<file path="src/hw/rtl/albd_pkg.sv">
// Package for the ambient level from box distance unit.
// Shared opcodes, box coordinate indexes and fixed-point distance/level constants.
// No dependencies.
package albd_pkg;

	// Request opcodes
	typedef enum logic {
		OP_START  = 1'b0,
		OP_SOURCE = 1'b1
	} opcode_t;

	// Default configuration of the top level
	localparam int NUM_CLASSES_DEF = 4;
	localparam int COORD_WIDTH_DEF = 24;

	// Box layout: min x,y,z then max x,y,z
	localparam int NUM_AXES   = 3;
	localparam int BOX_COORDS = 2 * NUM_AXES;
	localparam int IDX_MIN_X  = 0;
	localparam int IDX_MIN_Y  = 1;
	localparam int IDX_MIN_Z  = 2;
	localparam int IDX_MAX_X  = 3;
	localparam int IDX_MAX_Y  = 4;
	localparam int IDX_MAX_Z  = 5;

	// Distances in 1/16 unit steps; never above 1020 units
	localparam int DIST_WIDTH = 14;
	localparam logic [DIST_WIDTH-1:0] FAR_DISTANCE = 14'd16320;
	localparam logic [DIST_WIDTH-1:0] NEAR_LIMIT   = 14'd1600;
	localparam logic [DIST_WIDTH-1:0] ZERO_LIMIT   = 14'd8000;

	// Levels
	localparam int LEVEL_WIDTH      = 8;
	localparam int NUM_LEVEL_FIELDS = 4;
	localparam logic [LEVEL_WIDTH-1:0] FULL_LEVEL     = 8'd255;
	localparam logic [LEVEL_WIDTH-1:0] MAX_RAMP_LEVEL = 8'd204;

	// Ramp math: span in 13 bits, 255*span in 21 bits, >>6 leaves 15 bits,
	// then /125 through a reciprocal multiply (exact for all quotients here)
	localparam int SPAN_WIDTH   = 13;
	localparam int SCALED_WIDTH = 21;
	localparam int QUOT_SHIFT   = 6;
	localparam int QUOT_WIDTH   = SCALED_WIDTH - QUOT_SHIFT;
	localparam int RECIP_WIDTH  = 16;
	localparam int RECIP_SHIFT  = 22;
	localparam logic [RECIP_WIDTH-1:0] RECIP_125 = 16'd33555;
	localparam int PROD_WIDTH   = QUOT_WIDTH + RECIP_WIDTH;

endpackage

</file>
<file path="src/hw/rtl/albd_in_if.sv">
// Input channel of the ambient level unit: valid/ready plus one request.
// Depends on nothing; coordinate width is an interface parameter.
interface albd_in_if #(
	parameter int COORD_WIDTH = 24
);
	logic                          valid;
	logic                          ready;
	logic                          opcode;
	logic signed [COORD_WIDTH-1:0] box_min_x;
	logic signed [COORD_WIDTH-1:0] box_min_y;
	logic signed [COORD_WIDTH-1:0] box_min_z;
	logic signed [COORD_WIDTH-1:0] box_max_x;
	logic signed [COORD_WIDTH-1:0] box_max_y;
	logic signed [COORD_WIDTH-1:0] box_max_z;
	logic [1:0]                    sound_class;
	logic                          visible;
	logic                          last;

	modport source (
		output valid, opcode, box_min_x, box_min_y, box_min_z,
		       box_max_x, box_max_y, box_max_z, sound_class, visible, last,
		input  ready
	);
	modport sink (
		input  valid, opcode, box_min_x, box_min_y, box_min_z,
		       box_max_x, box_max_y, box_max_z, sound_class, visible, last,
		output ready
	);
endinterface

</file>
<file path="src/hw/rtl/albd_out_if.sv">
// Output channel of the ambient level unit: valid/ready plus four levels.
// Depends on nothing.
interface albd_out_if;
	logic       valid;
	logic       ready;
	logic [7:0] level_class0;
	logic [7:0] level_class1;
	logic [7:0] level_class2;
	logic [7:0] level_class3;

	modport source (
		output valid, level_class0, level_class1, level_class2, level_class3,
		input  ready
	);
	modport sink (
		input  valid, level_class0, level_class1, level_class2, level_class3,
		output ready
	);
endinterface

</file>
<file path="src/hw/rtl/albd_gap.sv">
// Box gap: largest per-axis separation between a source and the target box.
// Depends on albd_pkg for the box layout.
module albd_gap #(
	parameter int COORD_WIDTH = albd_pkg::COORD_WIDTH_DEF
) (
	input  logic signed [COORD_WIDTH-1:0] src_box [albd_pkg::BOX_COORDS],
	input  logic signed [COORD_WIDTH-1:0] tgt_box [albd_pkg::BOX_COORDS],
	output logic        [COORD_WIDTH:0]   gap
);

	logic [COORD_WIDTH:0] axis_gap [albd_pkg::NUM_AXES];

	// Per-axis gap; "source above target" is tested first
	always_comb begin
		for (int a = 0; a < albd_pkg::NUM_AXES; a++) begin
			if (src_box[a] > tgt_box[a + albd_pkg::NUM_AXES]) begin
				axis_gap[a] = COORD_WIDTH'(0) + (COORD_WIDTH + 1)'(
					{src_box[a][COORD_WIDTH-1], src_box[a]} -
					{tgt_box[a + albd_pkg::NUM_AXES][COORD_WIDTH-1],
					 tgt_box[a + albd_pkg::NUM_AXES]});
			end else if (src_box[a + albd_pkg::NUM_AXES] < tgt_box[a]) begin
				axis_gap[a] = (COORD_WIDTH + 1)'(
					{tgt_box[a][COORD_WIDTH-1], tgt_box[a]} -
					{src_box[a + albd_pkg::NUM_AXES][COORD_WIDTH-1],
					 src_box[a + albd_pkg::NUM_AXES]});
			end else begin
				axis_gap[a] = '0;
			end
		end
	end

	// Max over the three axes
	always_comb begin
		gap = axis_gap[0];
		for (int a = 1; a < albd_pkg::NUM_AXES; a++) begin
			if (axis_gap[a] > gap) begin
				gap = axis_gap[a];
			end
		end
	end

endmodule

</file>
<file path="src/hw/rtl/albd_level.sv">
// Distance to ambient level: 255 when near, 0 when far, linear ramp between.
// Depends on albd_pkg for limits and the reciprocal constant.
module albd_level (
	input  logic [albd_pkg::DIST_WIDTH-1:0]  distance,
	output logic [albd_pkg::LEVEL_WIDTH-1:0] level
);

	logic [albd_pkg::DIST_WIDTH-1:0]   span_full;
	logic [albd_pkg::SPAN_WIDTH-1:0]   span;
	logic [albd_pkg::SCALED_WIDTH-1:0] scaled;
	logic [albd_pkg::QUOT_WIDTH-1:0]   quot;
	logic [albd_pkg::PROD_WIDTH-1:0]   prod;

	// 255*(8000-d)/8000 = ((255*span) >> 6) / 125
	assign span_full = albd_pkg::ZERO_LIMIT - distance;
	assign span      = span_full[albd_pkg::SPAN_WIDTH-1:0];
	assign scaled    = {span, 8'b0} - albd_pkg::SCALED_WIDTH'(span);
	assign quot      = scaled[albd_pkg::SCALED_WIDTH-1:albd_pkg::QUOT_SHIFT];
	assign prod      = albd_pkg::PROD_WIDTH'(quot) *
		albd_pkg::PROD_WIDTH'(albd_pkg::RECIP_125);

	always_comb begin
		if (distance < albd_pkg::NEAR_LIMIT) begin
			level = albd_pkg::FULL_LEVEL;
		end else if (distance >= albd_pkg::ZERO_LIMIT) begin
			level = '0;
		end else begin
			level = prod[albd_pkg::RECIP_SHIFT +: albd_pkg::LEVEL_WIDTH];
		end
	end

endmodule

</file>
<file path="src/hw/rtl/ambient_level_from_box_distance_unit.sv">
// Ambient level from box distance: top level with input, state and result registers.
// Depends on albd_pkg, albd_in_if, albd_out_if, albd_gap and albd_level.
//
// Takes one request per clock while ready is high. A start request loads
// the target box and resets the per-class nearest distances; a visible
// source request folds its box gap into its class minimum as it leaves the
// input register. A request with last set puts its result on the output
// through three registers: input register, distance snapshot register,
// level register. Input backpressure appears only when a last request is
// held behind a full snapshot stage and an unaccepted result; otherwise
// ready stays high.
module ambient_level_from_box_distance_unit #(
	parameter int NUM_CLASSES = albd_pkg::NUM_CLASSES_DEF,
	parameter int COORD_WIDTH = albd_pkg::COORD_WIDTH_DEF
) (
	input  logic              clk,
	input  logic              arst_n,
	albd_in_if.sink           in_ch,
	albd_out_if.source        out_ch
);

	localparam int NUM_OUT = (NUM_CLASSES < albd_pkg::NUM_LEVEL_FIELDS) ?
		NUM_CLASSES : albd_pkg::NUM_LEVEL_FIELDS;

	// Input stage
	logic                          valid_s1;
	albd_pkg::opcode_t             op_s1;
	logic signed [COORD_WIDTH-1:0] box_s1 [albd_pkg::BOX_COORDS];
	logic [1:0]                    cls_s1;
	logic                          vis_s1;
	logic                          last_s1;

	// Stored state
	logic signed [COORD_WIDTH-1:0]    target_q [albd_pkg::BOX_COORDS];
	logic [albd_pkg::DIST_WIDTH-1:0]  dist_q    [NUM_CLASSES];
	logic [albd_pkg::DIST_WIDTH-1:0]  dist_next [NUM_CLASSES];

	// Snapshot stage and result register
	logic                             valid_s2;
	logic [albd_pkg::DIST_WIDTH-1:0]  dist_s2 [NUM_CLASSES];
	logic                             out_valid_q;
	logic [albd_pkg::LEVEL_WIDTH-1:0] level_q    [albd_pkg::NUM_LEVEL_FIELDS];
	logic [albd_pkg::LEVEL_WIDTH-1:0] level_comb [albd_pkg::NUM_LEVEL_FIELDS];

	logic [COORD_WIDTH:0] gap;
	logic out_free, s2_free, s1_adv, in_fire;

	// Flow control
	assign out_free    = !out_valid_q || out_ch.ready;
	assign s2_free     = !valid_s2 || out_free;
	assign s1_adv      = valid_s1 && (!last_s1 || s2_free);
	assign in_ch.ready = !valid_s1 || s1_adv;
	assign in_fire     = in_ch.valid && in_ch.ready;

	// Input register
	always_ff @(posedge clk or negedge arst_n) begin
		if (!arst_n) begin
			valid_s1 <= 1'b0;
		end else if (in_ch.ready) begin
			valid_s1 <= in_ch.valid;
		end
	end

	always_ff @(posedge clk) begin
		if (in_fire) begin
			op_s1   <= albd_pkg::opcode_t'(in_ch.opcode);
			box_s1[albd_pkg::IDX_MIN_X] <= in_ch.box_min_x;
			box_s1[albd_pkg::IDX_MIN_Y] <= in_ch.box_min_y;
			box_s1[albd_pkg::IDX_MIN_Z] <= in_ch.box_min_z;
			box_s1[albd_pkg::IDX_MAX_X] <= in_ch.box_max_x;
			box_s1[albd_pkg::IDX_MAX_Y] <= in_ch.box_max_y;
			box_s1[albd_pkg::IDX_MAX_Z] <= in_ch.box_max_z;
			cls_s1  <= in_ch.sound_class;
			vis_s1  <= in_ch.visible;
			last_s1 <= in_ch.last;
		end
	end

	// Gap against the current target
	albd_gap #(
		.COORD_WIDTH(COORD_WIDTH)
	) u_gap (
		.src_box(box_s1),
		.tgt_box(target_q),
		.gap    (gap)
	);

	// Next per-class distance
	always_comb begin
		for (int j = 0; j < NUM_CLASSES; j++) begin
			dist_next[j] = dist_q[j];
			if (op_s1 == albd_pkg::OP_START) begin
				dist_next[j] = albd_pkg::FAR_DISTANCE;
			end else if (vis_s1 && (int'(cls_s1) == j) &&
			             (gap < (COORD_WIDTH + 1)'(dist_q[j]))) begin
				dist_next[j] = gap[albd_pkg::DIST_WIDTH-1:0];
			end
		end
	end

	// State update as the request leaves the input stage
	always_ff @(posedge clk or negedge arst_n) begin
		if (!arst_n) begin
			for (int i = 0; i < albd_pkg::BOX_COORDS; i++) begin
				target_q[i] <= '0;
			end
			for (int j = 0; j < NUM_CLASSES; j++) begin
				dist_q[j] <= albd_pkg::FAR_DISTANCE;
			end
		end else if (s1_adv) begin
			if (op_s1 == albd_pkg::OP_START) begin
				target_q <= box_s1;
			end
			dist_q <= dist_next;
		end
	end

	// Distance snapshot for a last request
	always_ff @(posedge clk or negedge arst_n) begin
		if (!arst_n) begin
			valid_s2 <= 1'b0;
		end else if (s2_free) begin
			valid_s2 <= s1_adv && last_s1;
		end
	end

	always_ff @(posedge clk) begin
		if (s2_free && s1_adv && last_s1) begin
			dist_s2 <= dist_next;
		end
	end

	// Level conversion per output field
	for (genvar i = 0; i < albd_pkg::NUM_LEVEL_FIELDS; i++) begin : g_lvl
		if (i < NUM_OUT) begin : g_on
			albd_level u_level (
				.distance(dist_s2[i]),
				.level   (level_comb[i])
			);
		end else begin : g_off
			assign level_comb[i] = '0;
		end
	end

	// Result register
	always_ff @(posedge clk or negedge arst_n) begin
		if (!arst_n) begin
			out_valid_q <= 1'b0;
		end else if (out_free) begin
			out_valid_q <= valid_s2;
		end
	end

	always_ff @(posedge clk) begin
		if (out_free && valid_s2) begin
			level_q <= level_comb;
		end
	end

	assign out_ch.valid        = out_valid_q;
	assign out_ch.level_class0 = level_q[0];
	assign out_ch.level_class1 = level_q[1];
	assign out_ch.level_class2 = level_q[2];
	assign out_ch.level_class3 = level_q[3];

endmodule

</file>
<file path="src/flat_wrapper.sv">
// flat-port wrapper written by rule: the top's interface ports become plain ports
module ambient_level_from_box_distance_unit_flat 
#(
	parameter int NUM_CLASSES = albd_pkg::NUM_CLASSES_DEF,
	parameter int COORD_WIDTH = albd_pkg::COORD_WIDTH_DEF
)
  (clk, arst_n, in_ch_valid, in_ch_opcode, in_ch_box_min_x, in_ch_box_min_y, in_ch_box_min_z, in_ch_box_max_x, in_ch_box_max_y, in_ch_box_max_z, in_ch_sound_class, in_ch_visible, in_ch_last, in_ch_ready, out_ch_valid, out_ch_level_class0, out_ch_level_class1, out_ch_level_class2, out_ch_level_class3, out_ch_ready);
  albd_in_if #(.COORD_WIDTH(COORD_WIDTH)) in_ch_i ();
  albd_out_if out_ch_i ();
  input  logic clk;
  input  logic arst_n;
  input wire logic [$bits(in_ch_i.valid)-1:0] in_ch_valid;
  input wire logic [$bits(in_ch_i.opcode)-1:0] in_ch_opcode;
  input wire logic [$bits(in_ch_i.box_min_x)-1:0] in_ch_box_min_x;
  input wire logic [$bits(in_ch_i.box_min_y)-1:0] in_ch_box_min_y;
  input wire logic [$bits(in_ch_i.box_min_z)-1:0] in_ch_box_min_z;
  input wire logic [$bits(in_ch_i.box_max_x)-1:0] in_ch_box_max_x;
  input wire logic [$bits(in_ch_i.box_max_y)-1:0] in_ch_box_max_y;
  input wire logic [$bits(in_ch_i.box_max_z)-1:0] in_ch_box_max_z;
  input wire logic [$bits(in_ch_i.sound_class)-1:0] in_ch_sound_class;
  input wire logic [$bits(in_ch_i.visible)-1:0] in_ch_visible;
  input wire logic [$bits(in_ch_i.last)-1:0] in_ch_last;
  output wire logic [$bits(in_ch_i.ready)-1:0] in_ch_ready;
  output wire logic [$bits(out_ch_i.valid)-1:0] out_ch_valid;
  output wire logic [$bits(out_ch_i.level_class0)-1:0] out_ch_level_class0;
  output wire logic [$bits(out_ch_i.level_class1)-1:0] out_ch_level_class1;
  output wire logic [$bits(out_ch_i.level_class2)-1:0] out_ch_level_class2;
  output wire logic [$bits(out_ch_i.level_class3)-1:0] out_ch_level_class3;
  input wire logic [$bits(out_ch_i.ready)-1:0] out_ch_ready;
  assign in_ch_i.valid = in_ch_valid;
  assign in_ch_i.opcode = in_ch_opcode;
  assign in_ch_i.box_min_x = in_ch_box_min_x;
  assign in_ch_i.box_min_y = in_ch_box_min_y;
  assign in_ch_i.box_min_z = in_ch_box_min_z;
  assign in_ch_i.box_max_x = in_ch_box_max_x;
  assign in_ch_i.box_max_y = in_ch_box_max_y;
  assign in_ch_i.box_max_z = in_ch_box_max_z;
  assign in_ch_i.sound_class = in_ch_sound_class;
  assign in_ch_i.visible = in_ch_visible;
  assign in_ch_i.last = in_ch_last;
  assign in_ch_ready = in_ch_i.ready;
  assign out_ch_valid = out_ch_i.valid;
  assign out_ch_level_class0 = out_ch_i.level_class0;
  assign out_ch_level_class1 = out_ch_i.level_class1;
  assign out_ch_level_class2 = out_ch_i.level_class2;
  assign out_ch_level_class3 = out_ch_i.level_class3;
  assign out_ch_i.ready = out_ch_ready;
  ambient_level_from_box_distance_unit #(.NUM_CLASSES(NUM_CLASSES), .COORD_WIDTH(COORD_WIDTH)) u_core (.clk(clk), .arst_n(arst_n), .in_ch(in_ch_i), .out_ch(out_ch_i));
endmodule
</file>
<file path="config.mk">
export PLATFORM = sky130hd
export DESIGN_NAME = ambient_level_from_box_distance_unit_flat
export DESIGN_NICKNAME = d
export VERILOG_FILES = /design/src/hw/rtl/albd_pkg.sv /design/src/hw/rtl/albd_in_if.sv /design/src/hw/rtl/albd_out_if.sv /design/src/hw/rtl/albd_gap.sv /design/src/hw/rtl/albd_level.sv /design/src/hw/rtl/ambient_level_from_box_distance_unit.sv /design/src/flat_wrapper.sv
export SDC_FILE = /design/constraint.sdc
export NUM_CORES = 2
export LEC_CHECK = 0
export ABC_AREA = 1
export ABC_CLOCK_PERIOD_IN_PS = 8800
export BUFFER_PORTS_ARGS = -buffer_cell sky130_fd_sc_hd__buf_4
export CAP_MARGIN = 10
export CORE_MARGIN = 8
export CORE_UTILIZATION = 44
export CTS_CLUSTER_SIZE = 8
export DETAILED_ROUTE_END_ITERATION = 12
export SKIP_LAST_GASP = 1
export SYNTH_ARGS = -nofsm -noshare
export SYNTH_HDL_FRONTEND = slang
export SYNTH_SLANG_ARGS = --single-unit
export TNS_END_PERCENT = 30
</file>
<file path="constraint.sdc">
create_clock -name clk -period 8.8 [get_ports clk]
set_input_delay 1.76 -clock clk [delete_from_list [all_inputs] [get_ports clk]]
set_output_delay 1.76 -clock clk [all_outputs]
set_load 0.1 [all_outputs]
</file>
Word level (Yosys, flattened, before mapping)
Cells that the tools add are included.
Operators by class
  bitwise gates (word level): 1
  muxes and demuxes: 20
  multiply operators: 4
  equality and inequality tests: 3
  order comparisons: 20
  $add $sub $neg: 14
  reduce and logical (&&, ||, !) cells: 24
Operators with widths (number)
  2-to-1 mux 25 bit: 8
  subtractor 24 x 24 -> 25 bit: 6
  multiplier 15 x 16 -> 30 bit, second input constant: 4
  2-to-1 mux 14 bit: 8
  < comparator 25 x 14 -> 1 bit: 4
  subtractor 21 x 13 -> 21 bit: 4
  greater-than comparator 24 bit: 3
  < comparator 24 bit: 3
  greater-or-equal comparator 14 x 13 -> 1 bit, second input constant: 4
  < comparator 14 x 11 -> 1 bit, second input constant: 4
  subtractor 13 bit, first input constant: 4
  greater-than comparator 25 bit: 2
  2-to-1 mux 8 bit: 4
  logical AND 1 bit: 14
  == test 2 bit, second input constant: 2
  zero test 1 bit: 4
  logical OR 1 bit: 4
  == test 2 x 1 -> 1 bit, second input constant: 1
  zero test 2 bit: 1
  AND reduction 2 bit: 1
  inverter 1 bit: 1
Storage, ports and cells
  input bits: 153
  logic and storage cells: 117
  register bits: 440
  output and inout bits: 34

Logic depth before layout (Yosys ltp)
  depth after elaboration: 11
  depth in mapped cells: 61
  depth with buffers taken out: 57

Cells and area by module
A second synthesis with hierarchy kept.
Second synthesis, totals
  cells, all modules: 6310
  area, all modules: 47660.7 µm²
Modules (own cells, without submodules)
  ambient_level_from_box_distance_unit: cells an instance 1604, area an instance 17909.7 µm², instances 1, seq. area each 12236.7 µm²
  albd_gap: cells an instance 2446, area an instance 13190.2 µm², instances 1, seq. area each 0.0 µm²
  albd_level at u_core.g_lvl[0].g_on.u_level ...: cells an instance 580, area an instance 4259.1 µm², instances 2, seq. area each 0.0 µm²
  albd_level at u_core.g_lvl[3].g_on.u_level: cells an instance 562, area an instance 4082.7 µm², instances 1, seq. area each 0.0 µm²
  albd_level at u_core.g_lvl[2].g_on.u_level: cells an instance 538, area an instance 3960.0 µm², instances 1, seq. area each 0.0 µm²

Worst setup path before layout
Ideal clock, no wire load.
  path type: input port to flip-flop
  start point: input port out_ch_ready
  end point: register u_core.box_s1[0] (netlist bit) (enable)
  arrival time: 8.248 ns
  data required time: 8.137 ns
  setup slack: -0.111 ns
  stages: 6
  setup time: 0.663 ns
  buffers on the path: 0
  cell sequence: nor2_1 inv_1 nor2_1 inv_1 nor2_1 nor2_1
On the way
  cells in the longest elaborated chain, start to end: 6
Ends and longest elaborated chain
  from (decl): line flat_wrapper.sv:29  | input wire logic [$bits(out_ch_i.ready)-1:0] out_ch_ready;
  logical OR 1 bit: line ambient_level_from_box_distance_unit.sv:49  | assign out_free = !out_valid_q || out_ch.ready;
  logical OR 1 bit: line ambient_level_from_box_distance_unit.sv:50  | assign s2_free = !valid_s2 || out_free;
  logical OR 1 bit: line ambient_level_from_box_distance_unit.sv:51  | assign s1_adv = valid_s1 && (!last_s1 || s2_free);
  logical AND 1 bit: line ambient_level_from_box_distance_unit.sv:51
  logical OR 1 bit: line ambient_level_from_box_distance_unit.sv:52  | assign in_ch.ready = !valid_s1 || s1_adv;
  logical AND 1 bit: line ambient_level_from_box_distance_unit.sv:53  | assign in_fire = in_ch.valid && in_ch.ready;
  via u_core.in_fire: line ambient_level_from_box_distance_unit.sv:46  | logic out_free, s2_free, s1_adv, in_fire;
  to (signal, indexed assignment): line ambient_level_from_box_distance_unit.sv:67  | box_s1[albd_pkg::IDX_MIN_X] <= in_ch.box_min_x;
  to (signal, indexed assignment): line ambient_level_from_box_distance_unit.sv:68  | box_s1[albd_pkg::IDX_MIN_Y] <= in_ch.box_min_y;
  to (signal, indexed assignment): line ambient_level_from_box_distance_unit.sv:69  | box_s1[albd_pkg::IDX_MIN_Z] <= in_ch.box_min_z;
  to (decl): line ambient_level_from_box_distance_unit.sv:28  | logic signed [COORD_WIDTH-1:0] box_s1 [albd_pkg::BOX_COORDS];
The timed path passes the listed nets, and every way through them passes these cells.
A chain may end at the register's enable or synchronous reset.

Worst setup path in the final report
  start point: register u_core.dist_s2[14] (netlist bit)
  end point: register u_core.level_q (netlist bit u_core.out_ch.level_class2[6]), data pin
On the way
  cells in the longest elaborated chain, start to end: 4
  elaborated cells between the ends (all ways): 6
  classes of those cells: 2 x add/sub; 1 x mul; 2 x order compare; 1 x mux
Ends and longest elaborated chain
  from (decl): line ambient_level_from_box_distance_unit.sv:40  | logic [albd_pkg::DIST_WIDTH-1:0] dist_s2 [NUM_CLASSES];
  from (signal assigned): line ambient_level_from_box_distance_unit.sv:129  | dist_s2 <= dist_next;
  subtractor 13 bit: line albd_level.sv:15  | assign span_full = albd_pkg::ZERO_LIMIT - distance;
  subtractor 21 x 13 -> 21 bit: line albd_level.sv:17  | assign scaled = {span, 8'b0} - albd_pkg::SCALED_WIDTH'(span);
  multiplier 15 x 16 -> 30 bit: line albd_level.sv:19  | assign prod = albd_pkg::PROD_WIDTH'(quot) *
  2-to-1 mux 8 bit: line albd_level.sv:25  | end else if (distance >= albd_pkg::ZERO_LIMIT) begin
  to (signal assigned): line ambient_level_from_box_distance_unit.sv:156  | level_q <= level_comb;
  to (decl): line ambient_level_from_box_distance_unit.sv:42  | logic [albd_pkg::LEVEL_WIDTH-1:0] level_q [albd_pkg::NUM_LEVEL_FIELDS];
Several ways; a longest one is shown, not always the timed one.

==> flow_summary.json <==
{
  "ant_nets": 0,
  "fp.dieH_um": 333,
  "cp.arrival_ns": 8.75,
  "dp_cells": 7053,
  "rows": 116,
  "drcViolationCount": 0,
  "synth_nets": 6557,
  "drive_gt1_share_pct": 10.5,
  "die_area_mm2": 0.111,
  "grt_overflow": 0,
  "p_per_area_mw_per_mm2": 414,
  "synth_area_mm2": 0.0441,
  "drt_iter0_markers": 2003,
  "rsz0062_at_grt": "true",
  "r2r_slack_ns": 0.38,
  "hold_slack_ns": 0.475,
  "clkTransAtPathRegs_ns": 0.06,
  "final-hold-violation-count": 0,
  "cts-buffers-inserted": 68,
  "ys.warnings.count": 0,
  "met3_usage_pct": 2.30,
  "fin_area_mm2": 0.0501,
  "vdd_drop_max_mv": 0.439,
  "synthCells": 5536,
  "cp_slowest_cell": "fa_1",
  "synth-seq-area-share_pct": 27.7,
  "report.power.total_mw": 20.8,
  "met2_usage_pct": 38.3,
  "path_max_fanout": 5,
  "outcome": "finished clean",
  "setup_viol": 0,
  "dp_slack_ns": -0.0918,
  "grt_max_degree": 114,
  "h-tree-depth": 3,
  "synth_edf_count": 237,
  "worstSetupPathType": "flop to flop",
  "die_w_um": 333,
  "vias_per_cell": 5.20,
  "utilization_pct": 50.3,
  "dr.pass1.iters": 6,
  "grtUsageTotal_pct": 21.5,
  "n_antenna_cell": 0,
  "met1_usage_pct": 27.4,
  "synthFlopType": "edfxtp_1",
  "grt_pass1_wl_um": 195000,
  "core-area_mm2": 0.0997,
  "power.static_leakage_nw": 25.8,
  "slowest_delay_ns": 0.57,
  "path_delay_family": "adder cells",
  "dpl_cell_area_mm2": 0.0477,
  "crit_path_start_kind": "flop",
  "crit_top_cell": "nand2_1",
  "fin_cells": 7187,
  "hpwl_um": 99500,
  "num_vias": 37400,
  "cts.sinks": 440,
  "cp.required_ns": 9.13,
  "layout_setup_ws_ns": 0.385,
  "cts_buffer_depth": 3,
  "top_usage_layer": "met2",
  "cts_root_buffer": "clkbuf_16",
  "antenna_found_initial": 0,
  "finalSetupTns_ns": 0,
  "io_pins": 187,
  "initial_core_util_pct": 44.2,
  "nNetsFinal": 6855,
  "fmax_ghz": 0.119,
  "grt_pass1_vias": 37000,
  "syn_to_final_growth_pct": 13.7,
  "worst_r2r_path_depth": 37,
  "synth_cell_types": 66,
  "min_path_cells": 2,
  "relSlewSlack_pct": 25.1,
  "min_period_ns": 8.42,
  "insertion_delay_ns": 0.63,
  "synth.avg_cell_area_um2": 7.97,
  "crit_buf_inv": 5,
  "place_congestion": 0.934,
  "cts_tree": "yes",
  "skew_ns": 0.0307,
  "wl_um": 121000,
  "slew_viol_final": 0,
  "min_path_type": "flop to flop",
  "drv_cap": 0,
  "worst_slew_pin_slew_ns": 1.11,
  "wl_per_cell_um": 16.9,
  "port_buffers": 186,
  "min_period_over_period_pct": 95.6,
  "synth-seq-cells": 440,
  "postSynth.asyncResetShare_pct": 46.1,
  "cp-end-kind": "flop",
  "cp.depth": 37
}
synthesized netlist by cell type (4+ instances only):
| cell | number | share of area (%) |
|---|---|---|
| nor2_4 | 4 | 0.10 |
| dfstp_2 | 32 | 1.9 |
| nand3b_1 | 16 | 0.27 |
| a211oi_1 | 15 | 0.26 |
| buf_1 | 8 | 0.068 |
| o21ai_1 | 22 | 0.25 |
| o31ai_1 | 5 | 0.085 |
| nand2_2 | 5 | 0.071 |
| nor3_1 | 58 | 0.66 |
| o221ai_1 | 6 | 0.12 |
| nand4_1 | 105 | 1.5 |
| a21o_1 | 15 | 0.26 |
| fa_1 | 142 | 6.4 |
| inv_2 | 5 | 0.043 |
| o21a_1 | 9 | 0.15 |
| o211ai_1 | 8 | 0.14 |
| ha_1 | 726 | 21 |
| buf_2 | 7 | 0.079 |
| nor2_1 | 363 | 3.1 |
| clkbuf_1 | 40 | 0.34 |
| a21boi_1 | 4 | 0.068 |
| o22ai_1 | 28 | 0.40 |
| nand3_1 | 270 | 3.1 |
| buf_6 | 10 | 0.26 |
| xor2_1 | 96 | 1.9 |
| o21ai_0 | 229 | 2.6 |
| o21bai_1 | 28 | 0.48 |
| and3_1 | 4 | 0.057 |
| nand3_2 | 25 | 0.57 |
| xnor2_1 | 85 | 1.7 |
| a31o_2 | 8 | 0.16 |
| a31oi_1 | 23 | 0.33 |
| nand2_4 | 4 | 0.10 |
| a21oi_2 | 5 | 0.099 |
| nand2_1 | 1335 | 11 |
| inv_1 | 931 | 7.9 |
| a21oi_1 | 289 | 3.3 |
| and2_1 | 17 | 0.24 |
| nor4_1 | 13 | 0.18 |
| mux2_2 | 72 | 1.8 |
| or2_2 | 16 | 0.23 |
| edfxtp_1 | 237 | 16 |
| buf_4 | 9 | 0.15 |
| dfrtp_1 | 171 | 9.7 |
cells by family after synthesis:
logic type | after synthesis | share of synthesized area (%)
xor+xnor | 181 | 3.59
flops | 440 | 27.7
buf+inv | 1011 | 8.87
mux | 72 | 1.84
compound gates | 719 | 9.17
fa+ha+maj | 868 | 27.0
simple gates | 2245 | 21.7
registers in the layout, indices dropped and copies added, names as in the netlist:
signal / count
u_core.op_s1: 1
u_core.valid_s1: 1
u_core.dist_s2: 56
u_core.target_q: 144
u_core.out_ch.valid: 1
u_core.vis_s1: 1
u_core.valid_s2: 1
u_core.out_ch.level_class3: 8
u_core.box_s1: 144
u_core.out_ch.level_class0: 8
u_core.dist_q: 56
u_core.last_s1: 1
u_core.out_ch.level_class2: 8
u_core.out_ch.level_class1: 8
u_core.cls_s1: 2
layout make-up:
cell class	count	area, um2
Fill cell	9807	49600
Inverter	937	3520
Timing Repair Buffer	302	2420
Clock buffer	115	1980
Sequential cell	440	12200
Clock inverter	10	123
Multi-Input combinational cell	4085	28200
Tap cell	1298	1620
worst paths after layout:
check	start	endpoint
setup / recovery	u_core.dist_s2[14]$_DFFE_PP_	u_core.out_ch.level_class2[6]$_SDFFCE_PN1P_
hold / removal	u_core.dist_q[9]$_DFFE_PN1P_	u_core.dist_q[9]$_DFFE_PN1P_
setup reg to reg	u_core.dist_s2[14]$_DFFE_PP_	u_core.out_ch.level_class2[6]$_SDFFCE_PN1P_
hold reg to reg	u_core.dist_q[9]$_DFFE_PN1P_	u_core.dist_q[9]$_DFFE_PN1P_
max in group asynchronous	arst_n	u_core.target_q[34]$_DFFE_PN0P_
min in group asynchronous	arst_n	u_core.target_q[126]$_DFFE_PN0P_
cell usage in the layout, fill, tap and decap left out, types with 25 or more instances in the layout:
master | netlist | routed
clkbuf_1 | 40 | 40
xor2_1 | 96 | 91
clkbuf_16 | 0 | 71
ha_1 | 726 | 725
buf_4 | 9 | 289
nand3_2 | 25 | 25
nand3_1 | 270 | 269
edfxtp_1 | 237 | 237
xnor2_1 | 85 | 83
nand2_1 | 1335 | 1331
inv_1 | 931 | 925
nor2_1 | 363 | 359
a21oi_1 | 289 | 289
mux2_2 | 72 | 72
dfstp_2 | 32 | 32
o21ai_0 | 229 | 223
o21ai_1 | 22 | 27
fa_1 | 142 | 142
o21bai_1 | 28 | 28
nand4_1 | 105 | 105
dfrtp_1 | 171 | 171
nor3_1 | 58 | 54
routing by layer:
layer	wire length (um)	up-vias	share of wire (%)
met4	3290	0	2.7
met2	59400	817	49
met3	4780	196	3.9
li1	-	18900	-
met1	53900	17400	44
met5	0	-	0
worst register-to-register path, delay by kind of cell (launching register included):
family                   cells  cell delay, ns
buffers and inverters        5            0.46
flip-flops                   1            0.46
AND/OR/NAND/NOR             15            1.63
AO/OA/AOI/OAI                6            1.28
adder cells (fa/ha/maj)      9            3.67
XOR/XNOR                     2            0.65
repair_timing:
action | 4_1_cts | 5_1_grt
gates cloned | 0 | 0
setup endpoints to repair | 2 | 133
pin swaps | 0 | 7
hold buffers | 0 | 0
resized for setup | 1 | 56
setup buffers | 0 | 9
report_power, final:
group / switching, mW / leakage (nW) / internal [mW]
logic: 9.47 / 20.0 / 6.18
clock network: 1.00 / 1.01 / 1.54
registers: 0.135 / 4.72 / 2.46
total: 10.6 / 25.8 / 10.2
No activity file was read; power rests on OpenSTA's default activity.
